===== config.mk =====
export PLATFORM = sky130hd
export DESIGN_NAME = stbs_search_flat
export DESIGN_NICKNAME = d
export VERILOG_FILES = /design/src/rtl/stbs_pkg.sv /design/src/rtl/stbs_channels.sv /design/src/rtl/stbs_search.sv /design/src/flat_wrapper.sv
export SDC_FILE = /design/constraint.sdc
export NUM_CORES = 1
export LEC_CHECK = 0
export BUFFER_PORTS_ARGS = -buffer_cell sky130_fd_sc_hd__buf_2
export CAP_MARGIN = 20
export CORE_UTILIZATION = 47
export DETAILED_ROUTE_END_ITERATION = 8
export PLACE_DENSITY = 0.85
export SLEW_MARGIN = 20
export SYNTH_ARGS = -nofsm -noshare
export SYNTH_HDL_FRONTEND = slang
export SYNTH_SLANG_ARGS = --single-unit
export TNS_END_PERCENT = 100

===== constraint.sdc =====
create_clock -name clk -period 6.5 [get_ports clk]
set_input_delay 1.3 -clock clk [delete_from_list [all_inputs] [get_ports clk]]
set_output_delay 1.3 -clock clk [all_outputs]
set_load 0.05 [all_outputs]

===== src/rtl/stbs_pkg.sv =====
// Shared constants and types for the sorted table binary search block.
`timescale 1ns / 1ps

package stbs_pkg;

  // Table geometry.
  localparam int TABLE_DEPTH = 1024;
  localparam int ADDR_W      = $clog2(TABLE_DEPTH);
  localparam int COUNT_W     = ADDR_W + 1;
  localparam int DATA_W      = 32;

  // Operation codes carried by an input item.
  localparam logic OP_WRITE  = 1'b0;
  localparam logic OP_SEARCH = 1'b1;

  // One access to the table memory.
  typedef struct packed {
    logic              we;
    logic [ADDR_W-1:0] addr;
    logic [DATA_W-1:0] wdata;
  } ram_req_t;

endpackage


===== src/rtl/stbs_channels.sv =====
// Handshake channel interfaces for the sorted table binary search block.
`timescale 1ns / 1ps

// Request channel: table writes and searches.
interface stbs_req_if;
  logic        valid;
  logic        ready;
  logic        operation;
  logic [stbs_pkg::ADDR_W-1:0] slot;
  logic signed [stbs_pkg::DATA_W-1:0] entry_value;
  logic signed [stbs_pkg::DATA_W-1:0] search_key;

  modport source (output valid, input ready, output operation, output slot,
                  output entry_value, output search_key);
  modport sink   (input valid, output ready, input operation, input slot,
                  input entry_value, input search_key);
endinterface

// Result channel: one item per search.
interface stbs_res_if;
  logic       valid;
  logic       ready;
  logic       found;
  logic [stbs_pkg::ADDR_W-1:0] position;

  modport source (output valid, input ready, output found, output position);
  modport sink   (input valid, output ready, input found, input position);
endinterface



===== src/rtl/stbs_search.sv =====
// Search controller: drives the table memory and runs one probe per cycle.
`timescale 1ns / 1ps

module stbs_search (
  input  logic                          clk,
  input  logic                          rst,
  stbs_req_if.sink                      request,
  stbs_res_if.source                    result,
  input  logic [stbs_pkg::COUNT_W-1:0]  count,
  output stbs_pkg::ram_req_t            ram_req,
  input  logic [stbs_pkg::DATA_W-1:0]   ram_rdata
);

  typedef enum logic [1:0] {
    IDLE,
    SEARCH,
    RESULT
  } state_t;

  state_t                        state;
  logic [stbs_pkg::COUNT_W-1:0]  low;
  logic [stbs_pkg::COUNT_W-1:0]  hi_ex;
  logic [stbs_pkg::ADDR_W-1:0]   mid;
  logic signed [stbs_pkg::DATA_W-1:0] key;
  logic                          hit;
  logic [stbs_pkg::ADDR_W-1:0]   where_slot;

  logic                          accept;
  logic                          is_search;
  logic [stbs_pkg::COUNT_W-1:0]  count_m1;
  logic [stbs_pkg::ADDR_W-1:0]   mid_start;
  logic signed [stbs_pkg::DATA_W-1:0] probe;
  logic                          key_lt;
  logic                          key_eq;
  logic [stbs_pkg::COUNT_W-1:0]  mid_ext;
  logic [stbs_pkg::COUNT_W-1:0]  low_next;
  logic [stbs_pkg::COUNT_W-1:0]  hi_ex_next;
  logic [stbs_pkg::COUNT_W:0]    span_sum;
  logic [stbs_pkg::ADDR_W-1:0]   mid_next;
  logic                          range_empty;
  logic                          out_free;

  assign request.ready = (state == IDLE);
  assign accept        = request.valid && request.ready;
  assign is_search     = (request.operation == stbs_pkg::OP_SEARCH);
  assign out_free      = !result.valid || result.ready;

  // First midpoint is floor((count-1)/2).
  assign count_m1  = count - stbs_pkg::COUNT_W'(1);
  assign mid_start = count_m1[stbs_pkg::ADDR_W:1];

  // Compare the probed entry and narrow the range [low, hi_ex).
  assign probe   = $signed(ram_rdata);
  assign key_lt  = key < probe;
  assign key_eq  = key == probe;
  assign mid_ext = {1'b0, mid};

  always_comb begin
    low_next   = low;
    hi_ex_next = hi_ex;
    if (key_lt) begin
      hi_ex_next = mid_ext;
    end else begin
      low_next = mid_ext + stbs_pkg::COUNT_W'(1);
    end
  end

  assign range_empty = (low_next >= hi_ex_next);
  assign span_sum    = {1'b0, low_next} + {1'b0, hi_ex_next} - (stbs_pkg::COUNT_W + 1)'(1);
  assign mid_next    = span_sum[stbs_pkg::ADDR_W:1];

  // Memory port: writes from the request channel, reads from the prober.
  always_comb begin
    ram_req.we    = accept && !is_search;
    ram_req.wdata = request.entry_value;
    ram_req.addr  = request.slot;
    if (state == SEARCH) begin
      ram_req.addr = mid_next;
    end else if (is_search) begin
      ram_req.addr = mid_start;
    end
  end

  // Sequencer and output register; the result state reloads a register it frees.
  always_ff @(posedge clk) begin
    if (rst) begin
      state        <= IDLE;
      result.valid <= 1'b0;
    end else begin
      if (result.valid && result.ready && (state != RESULT)) begin
        result.valid <= 1'b0;
      end
      unique case (state)
        IDLE: begin
          if (accept && is_search) begin
            key   <= request.search_key;
            low   <= '0;
            hi_ex <= count;
            mid   <= mid_start;
            hit   <= 1'b0;
            where_slot <= '0;
            state <= (count == '0) ? RESULT : SEARCH;
          end
        end
        SEARCH: begin
          if (key_eq) begin
            hit        <= 1'b1;
            where_slot <= mid;
            state      <= RESULT;
          end else begin
            low   <= low_next;
            hi_ex <= hi_ex_next;
            mid   <= mid_next;
            if (range_empty) begin
              state <= RESULT;
            end
          end
        end
        RESULT: begin
          if (out_free) begin
            result.valid    <= 1'b1;
            result.found    <= hit;
            result.position <= where_slot;
            state           <= IDLE;
          end
        end
        default: begin
          state <= IDLE;
        end
      endcase
    end
  end

  // The probe always lies inside the live range.
  a_mid_in_range: assert property (@(posedge clk) disable iff (rst)
    state == SEARCH |-> (mid_ext >= low) && (mid_ext < hi_ex))
    else $error("probe slot outside the search range");

  // The range never reaches past the table.
  a_hi_bound: assert property (@(posedge clk) disable iff (rst)
    state == SEARCH |-> hi_ex <= stbs_pkg::COUNT_W'(stbs_pkg::TABLE_DEPTH))
    else $error("search range exceeds the table depth");

  // A miss always reports slot zero.
  a_miss_zero: assert property (@(posedge clk) disable iff (rst)
    result.valid && !result.found |-> result.position == '0)
    else $error("miss reported with a nonzero position");

  // A loaded result comes only from the result state.
  a_load_src: assert property (@(posedge clk) disable iff (rst)
    $rose(result.valid) |-> $past(state) == RESULT)
    else $error("result loaded outside the result state");

endmodule


===== src/flat_wrapper.sv =====
// flat-port wrapper written by rule: the top's interface ports become plain ports
module stbs_search_flat 
  (clk, rst, count, ram_req, ram_rdata, request_valid, request_ready, request_operation, request_slot, request_entry_value, request_search_key, result_valid, result_ready, result_found, result_position);
  stbs_req_if request_i ();
  stbs_res_if result_i ();
  input  logic clk;
  input  logic rst;
  input  logic [stbs_pkg::COUNT_W-1:0] count;
  output stbs_pkg::ram_req_t ram_req;
  input  logic [stbs_pkg::DATA_W-1:0] ram_rdata;
  input wire logic [$bits(request_i.valid)-1:0] request_valid;
  output wire logic [$bits(request_i.ready)-1:0] request_ready;
  input wire logic [$bits(request_i.operation)-1:0] request_operation;
  input wire logic [$bits(request_i.slot)-1:0] request_slot;
  input wire logic [$bits(request_i.entry_value)-1:0] request_entry_value;
  input wire logic [$bits(request_i.search_key)-1:0] request_search_key;
  output wire logic [$bits(result_i.valid)-1:0] result_valid;
  input wire logic [$bits(result_i.ready)-1:0] result_ready;
  output wire logic [$bits(result_i.found)-1:0] result_found;
  output wire logic [$bits(result_i.position)-1:0] result_position;
  assign request_i.valid = request_valid;
  assign request_ready = request_i.ready;
  assign request_i.operation = request_operation;
  assign request_i.slot = request_slot;
  assign request_i.entry_value = request_entry_value;
  assign request_i.search_key = request_search_key;
  assign result_valid = result_i.valid;
  assign result_i.ready = result_ready;
  assign result_found = result_i.found;
  assign result_position = result_i.position;
  stbs_search u_core (.clk(clk), .rst(rst), .request(request_i), .result(result_i), .count(count), .ram_req(ram_req), .ram_rdata(ram_rdata));
endmodule

Yosys cells after proc, flatten, opt, wreduce, memory -nomap -nowiden
Index checks and enable logic that the tools add are counted.
{"block": "op_classes", "addsub": 4, "n_lt_le_gt_ge": 2, "eq_ne": 9, "n_mux": 28, "bitwise_logic": 1, "reduce_logical": 16}
{"operator": "2-to-1 mux 11 bit", "count": 6}
{"operator": "2-to-1 mux 10 bit", "count": 6}
{"operator": "case mux 11 bit (2 select lines)", "count": 2}
{"operator": "case mux 10 bit (2 select lines)", "count": 2}
{"operator": "equality test 32 bit", "count": 1}
{"operator": "less-than comparator 32 bit", "count": 1}
{"operator": "subtractor 11 x 1 -> 11 bit, second input constant", "count": 2}
{"operator": "adder 10 x 1 -> 11 bit, second input constant", "count": 1}
{"operator": "adder 11 bit", "count": 1}
{"operator": ">= comparator 11 bit", "count": 1}
{"operator": "logical NOT 11 bit", "count": 1}
{"operator": "2-to-1 mux 2 bit", "count": 5}
{"operator": "AND reduction 3 bit", "count": 3}
{"operator": "AND reduction 4 bit", "count": 2}
{"operator": "!= test 2 bit, second input constant", "count": 3}
{"operator": "case mux 2 bit (3 select lines)", "count": 1}
{"operator": "logical AND 1 bit", "count": 5}
{"operator": "2-to-1 mux 1 bit", "count": 5}
{"operator": "!= test 2 x 1 -> 1 bit, second input constant", "count": 2}
{"operator": "!= test 3 x 1 -> 1 bit, second input constant", "count": 1}
{"operator": "equality test 2 x 1 -> 1 bit, second input constant", "count": 1}
{"operator": "equality test 2 bit, second input constant", "count": 1}
{"operator": "logical NOT 1 bit", "count": 2}
{"operator": "logical NOT 2 bit", "count": 1}
{"operator": "other kinds (4)", "count": 4}
{"block": "word_totals", "ff_bits": 89, "in_bits": 122, "word_cells": 70}

Longest topological paths before layout
{"block": "depth", "word_depth": 6, "ltp_mapped": 22}

Worst setup path after synthesis
OpenSTA, ideal clock, no wires.
{"block": "synth_path", "path_type": "input -> output", "start": "input ram_rdata[15] (netlist bit)", "end": "output ram_req[40] (netlist bit)", "t_arrival_ns": 6.104, "required_ns": 5.200, "path_slack_ns": -0.904, "cell_stages": 22, "n_path_buf": 2, "path_cell_list": "inv_1 > ha_1 > nand4_2 > nor4_4 > a21boi_1 > o41ai_1 > a31oi_1 > buf_4 > buf_6 > mux2i_1 > inv_1 > ha_1 > ha_1 > inv_1 > fa_1 > nor2b_1 > o21a_1 > o21ai_0 > a221oi_1 > o21ai_0 > and3_1 > o31ai_1"}
{"element": "start: declaration", "line": "flat_wrapper.sv:10", "text": "input logic [stbs_pkg::DATA_W-1:0] ram_rdata;"}
{"element": "end: declaration", "line": "flat_wrapper.sv:9", "text": "output stbs_pkg::ram_req_t ram_req;"}

==> impl_metrics.toml <==
[synthesis]
synthesis.nets = 743
synth_seq_cells = 89
yosys.area.top_type = "edfxtp_1"
yosys.cell_count.top_type = "edfxtp_1"
post_syn_instances = 559
synth_flop_cell = "edfxtp_1"
synth_top_area_share_pct = 44.7
synthesis.area_per_instance_um2 = 10.3
synth_enable_flop_cells = 86
ys.warnings.count = 0
synthesis.area_um2 = 5780
seq_area_frac_synth_pct = 45.7
async_flop_share_pct = 0
post_synth_num_cell_types = 54
synth_common_cells = "edfxtp_1, inv_1, ha_1"
synthTopCellsByArea = "edfxtp_1, ha_1, inv_1"

[place]
placedInstanceArea_um2 = 6600
dp.cells = 814
place_hpwl_mm = 9.97
routabilityCongestion = 0.907
io_buffers = 113

[critical_path]
critical_path.max_fanout = 3
worstSetupStartpointType = "input port"
critical_path.endpoint = "ram_req[40]"
regToRegStartpoint = "u_core.key[29]$_DFFE_PP_"
crit_arrival_ns = 5.43
reg2reg_depth = 21
crit_start = "ram_rdata[27]"
worstSetupPathType = "input port to output pin"
timing.rr.end = "u_core.mid[9]$_DFFE_PP_"
data_required_critical_path_ns = 5.20
end_kind = "output pin"
regToRegSetupSlack_ns = 1.89

[drt]
num_vias = 4699
ant_nets = 0
detail_route.vias_per_cell = 5.53
dr.first_iter.drc_count = 290
drt_pass1_iterations = 7
avgRoutedWirePerCell_um = 17.8
drc_errors = 0
postRouteWirelength_mm = 15.1

[finish]
area_delta_synth_final_pct = 34.0
post-route-cell-area_um2 = 7740
seq_area_um2 = 2640
multi_input_comb_area_um2 = 3240
finalNonFillerCells = 850
nNetsFinal = 881
fraction_of_layout_cells_with_a_size_suffix_above_1_pct = 39.5
final_core_util_pct = 64.5
nFillCells = 841

[clock_tree]
cts_made_buffers = 9
cts_hold_buffers = 0
max-clock-path-buffers = 2
cts_tree = "yes"
ctsHtreeMaxLevel = 3
clk_pin_slew_ns = 0.06
clk_latency_ns = 0.34
clock_sink_count = 89
cts_root_buf = "clkbuf_16"

[timing]
setup_violations = 5
timing_worst_slew_pin_value_ns = 0.695
layout_worst_path_cycle_share_pct = 104
max_clock_freq_mhz = 148
timing.final.max_slew_violations = 0
timing.slew.headroom_pct = 53.6
clock_skew_ns = 0.00856
timing.final.hold_violations = 0
setup_repair_after_global_routing_missed_its_margin = "yes"
fin_crit_ns = 6.73
hold_slack_ns = 0.417
post-route-worst-setup-slack_ns = -0.235

[run_status]
failed_checks = "setup timing"
run_status = "finished, violations left"

[power]
seq_power_share_pct = 35.8
power.internal_w = 0.00130
pwr-share-comb_pct = 39.2
total_switching_power_w = 0.000639
vdd_drop_max_v = 0.000143
clkPwrFrac_pct = 25.1
leakage_nw = 3.30
switching_share_pct = 33.0
power-per-cell-area_nw_per_um2 = 251

[floorplan]
die_w_um = 113
std_cell_rows = 40
core_region_area_um2 = 12000
die_y_um = 113
floorplan.initialDensity_pct = 48.1
num_ports = 178
die-area_um2 = 12700

[grt]
antenna_violations_before_repair = 1
grt_util_all_layers_pct = 21.8
vias_in_the_first_global_route = 4621
gr-total-overflow = 0
wire_length_of_the_first_global_routing_pass_mm = 21.8
grt_start_max_net_pins = 62

[run]
cap_viol_max_count = 0

[min_path]
hold_path_class = "flop to flop"
-- layout make-up --
cell class / count / area share (%)
timing repair buffer: 173 / 14.7
inverter: 68 / 3.33
antenna: 1 / 0.0323
tap: 147 / 2.38
clock inverter: 2 / 0.162
clock buffer: 14 / 3.41
sequential: 89 / 34.1
multi-input combinational: 356 / 41.9
-- power groups by stage --
stage                     clock, W  sequential, W  combinational [W]
after floorplan                  0       0.000697           0.000426
after global placement           0       0.000698           0.000530
after detailed placement         0       0.000700           0.000551
after CTS                 0.000490       0.000690           0.000609
after global routing      0.000513       0.000696           0.000814
final                     0.000486       0.000693           0.000760
-- per-layer routing --
metal  up-vias  global-route usage [%]  share of wire (%)  wire length [um]
li1       2221                       -                  -                 -
met1      2215                    26.4                 40              6040
met2       220                    37.4                 50              7530
met3        43                    4.28                6.7              1020
met4         0                    10.5                3.7               560
met5         -                       0                  0                 0
-- cells by family (layout without fill, tap and decap cells) --
kind of cell / count (synthesis) / after routing / synth area share, %
buffers and inverters: 114 / 257 / 9.96
xor gates and xnor gates: 25 / 25 / 3.79
other: 0 / 1 / 0
AOI/OAI and AO/OA: 99 / 99 / 10.2
DFF: 89 / 89 / 45.7
and+or+nand+nor: 144 / 144 / 12.2
muxes: 23 / 23 / 4.01
adders and majority gates: 65 / 65 / 14.1
-- registers in the layout, summed over array words and instances, names as in the netlist --
| register | count |
|---|---|
| u_core.key | 32 |
| u_core.state | 2 |
| u_core.low | 11 |
| u_core.where_slot | 10 |
| u_core.hit | 1 |
| u_core.result.position | 10 |
| u_core.result.found | 1 |
| u_core.hi_ex | 11 |
| u_core.mid | 10 |
| u_core.result.valid | 1 |
-- worst min path at each step --
stage,startpoint,to,slack (ns),depth (start not counted)
2_1_floorplan,u_core.hit$_DFFE_PP_,u_core.result.found$_DFFE_PP_,0.40,0
6_report,u_core.where_slot[6]$_SDFFCE_PN0P_,u_core.result.position[6]$_DFFE_PP_,0.42,0
3_5_place_dp,u_core.where_slot[6]$_SDFFCE_PN0P_,u_core.result.position[6]$_DFFE_PP_,0.40,0
3_3_place_gp,u_core.where_slot[0]$_SDFFCE_PN0P_,u_core.result.position[0]$_DFFE_PP_,0.41,0
4_1_cts,u_core.where_slot[6]$_SDFFCE_PN0P_,u_core.result.position[6]$_DFFE_PP_,0.42,0
5_1_grt,u_core.where_slot[6]$_SDFFCE_PN0P_,u_core.result.position[6]$_DFFE_PP_,0.42,0
-- worst max-delay path, stage by stage --
cell and delay [ns]:
buf_2 0.08, inv_1 0.04, ha_1 0.29, nand4_1 0.23
nor2_1 0.11, a221oi_2 0.40, buf_4 0.20, a31oi_4 0.11
buf_6 0.16, buf_8 0.13, mux2i_4 0.18, ha_2 0.22
inv_2 0.07, ha_4 0.14, inv_2 0.04, fa_2 0.41
nor2b_4 0.14, o21a_1 0.17, o21ai_2 0.09, a221oi_2 0.26
o21ai_2 0.10, and3_4 0.17, o31ai_4 0.19, buf_6 0.19
-- placed cells by master, fill, tap and decap left out, types with 8 or more instances in the layout --
cell type / n
inv_1: 55
buf_4: 49
and2_1: 9
o21ai_0: 22
buf_6: 17
clkbuf_16: 9
nand2_1: 35
mux2i_1: 13
nand3_1: 12
ha_1: 35
xnor2_1: 15
xor2_1: 8
inv_2: 12
ha_4: 25
nor2_1: 43
mux2i_4: 8
buf_2: 104
a21oi_1: 27
edfxtp_1: 86
-- stage by stage --
step                setup WS, ns  TNS (ns)  power (W)
floorplan                 -0.119    -0.119    0.00112
global placement          -0.274    -0.569    0.00123
detailed placement        -0.447     -1.12    0.00125
CTS                      -0.0944    -0.209    0.00179
global route              -0.426     -1.78    0.00202
finish                    -0.235    -0.659    0.00194
-- timing repair --
item,in CTS,in global routing
pin swaps,20,32
resized for setup,38,90
setup buffers,6,14
endpoints found under the setup margin,5,7
Power figures use the tool's default switching activity.
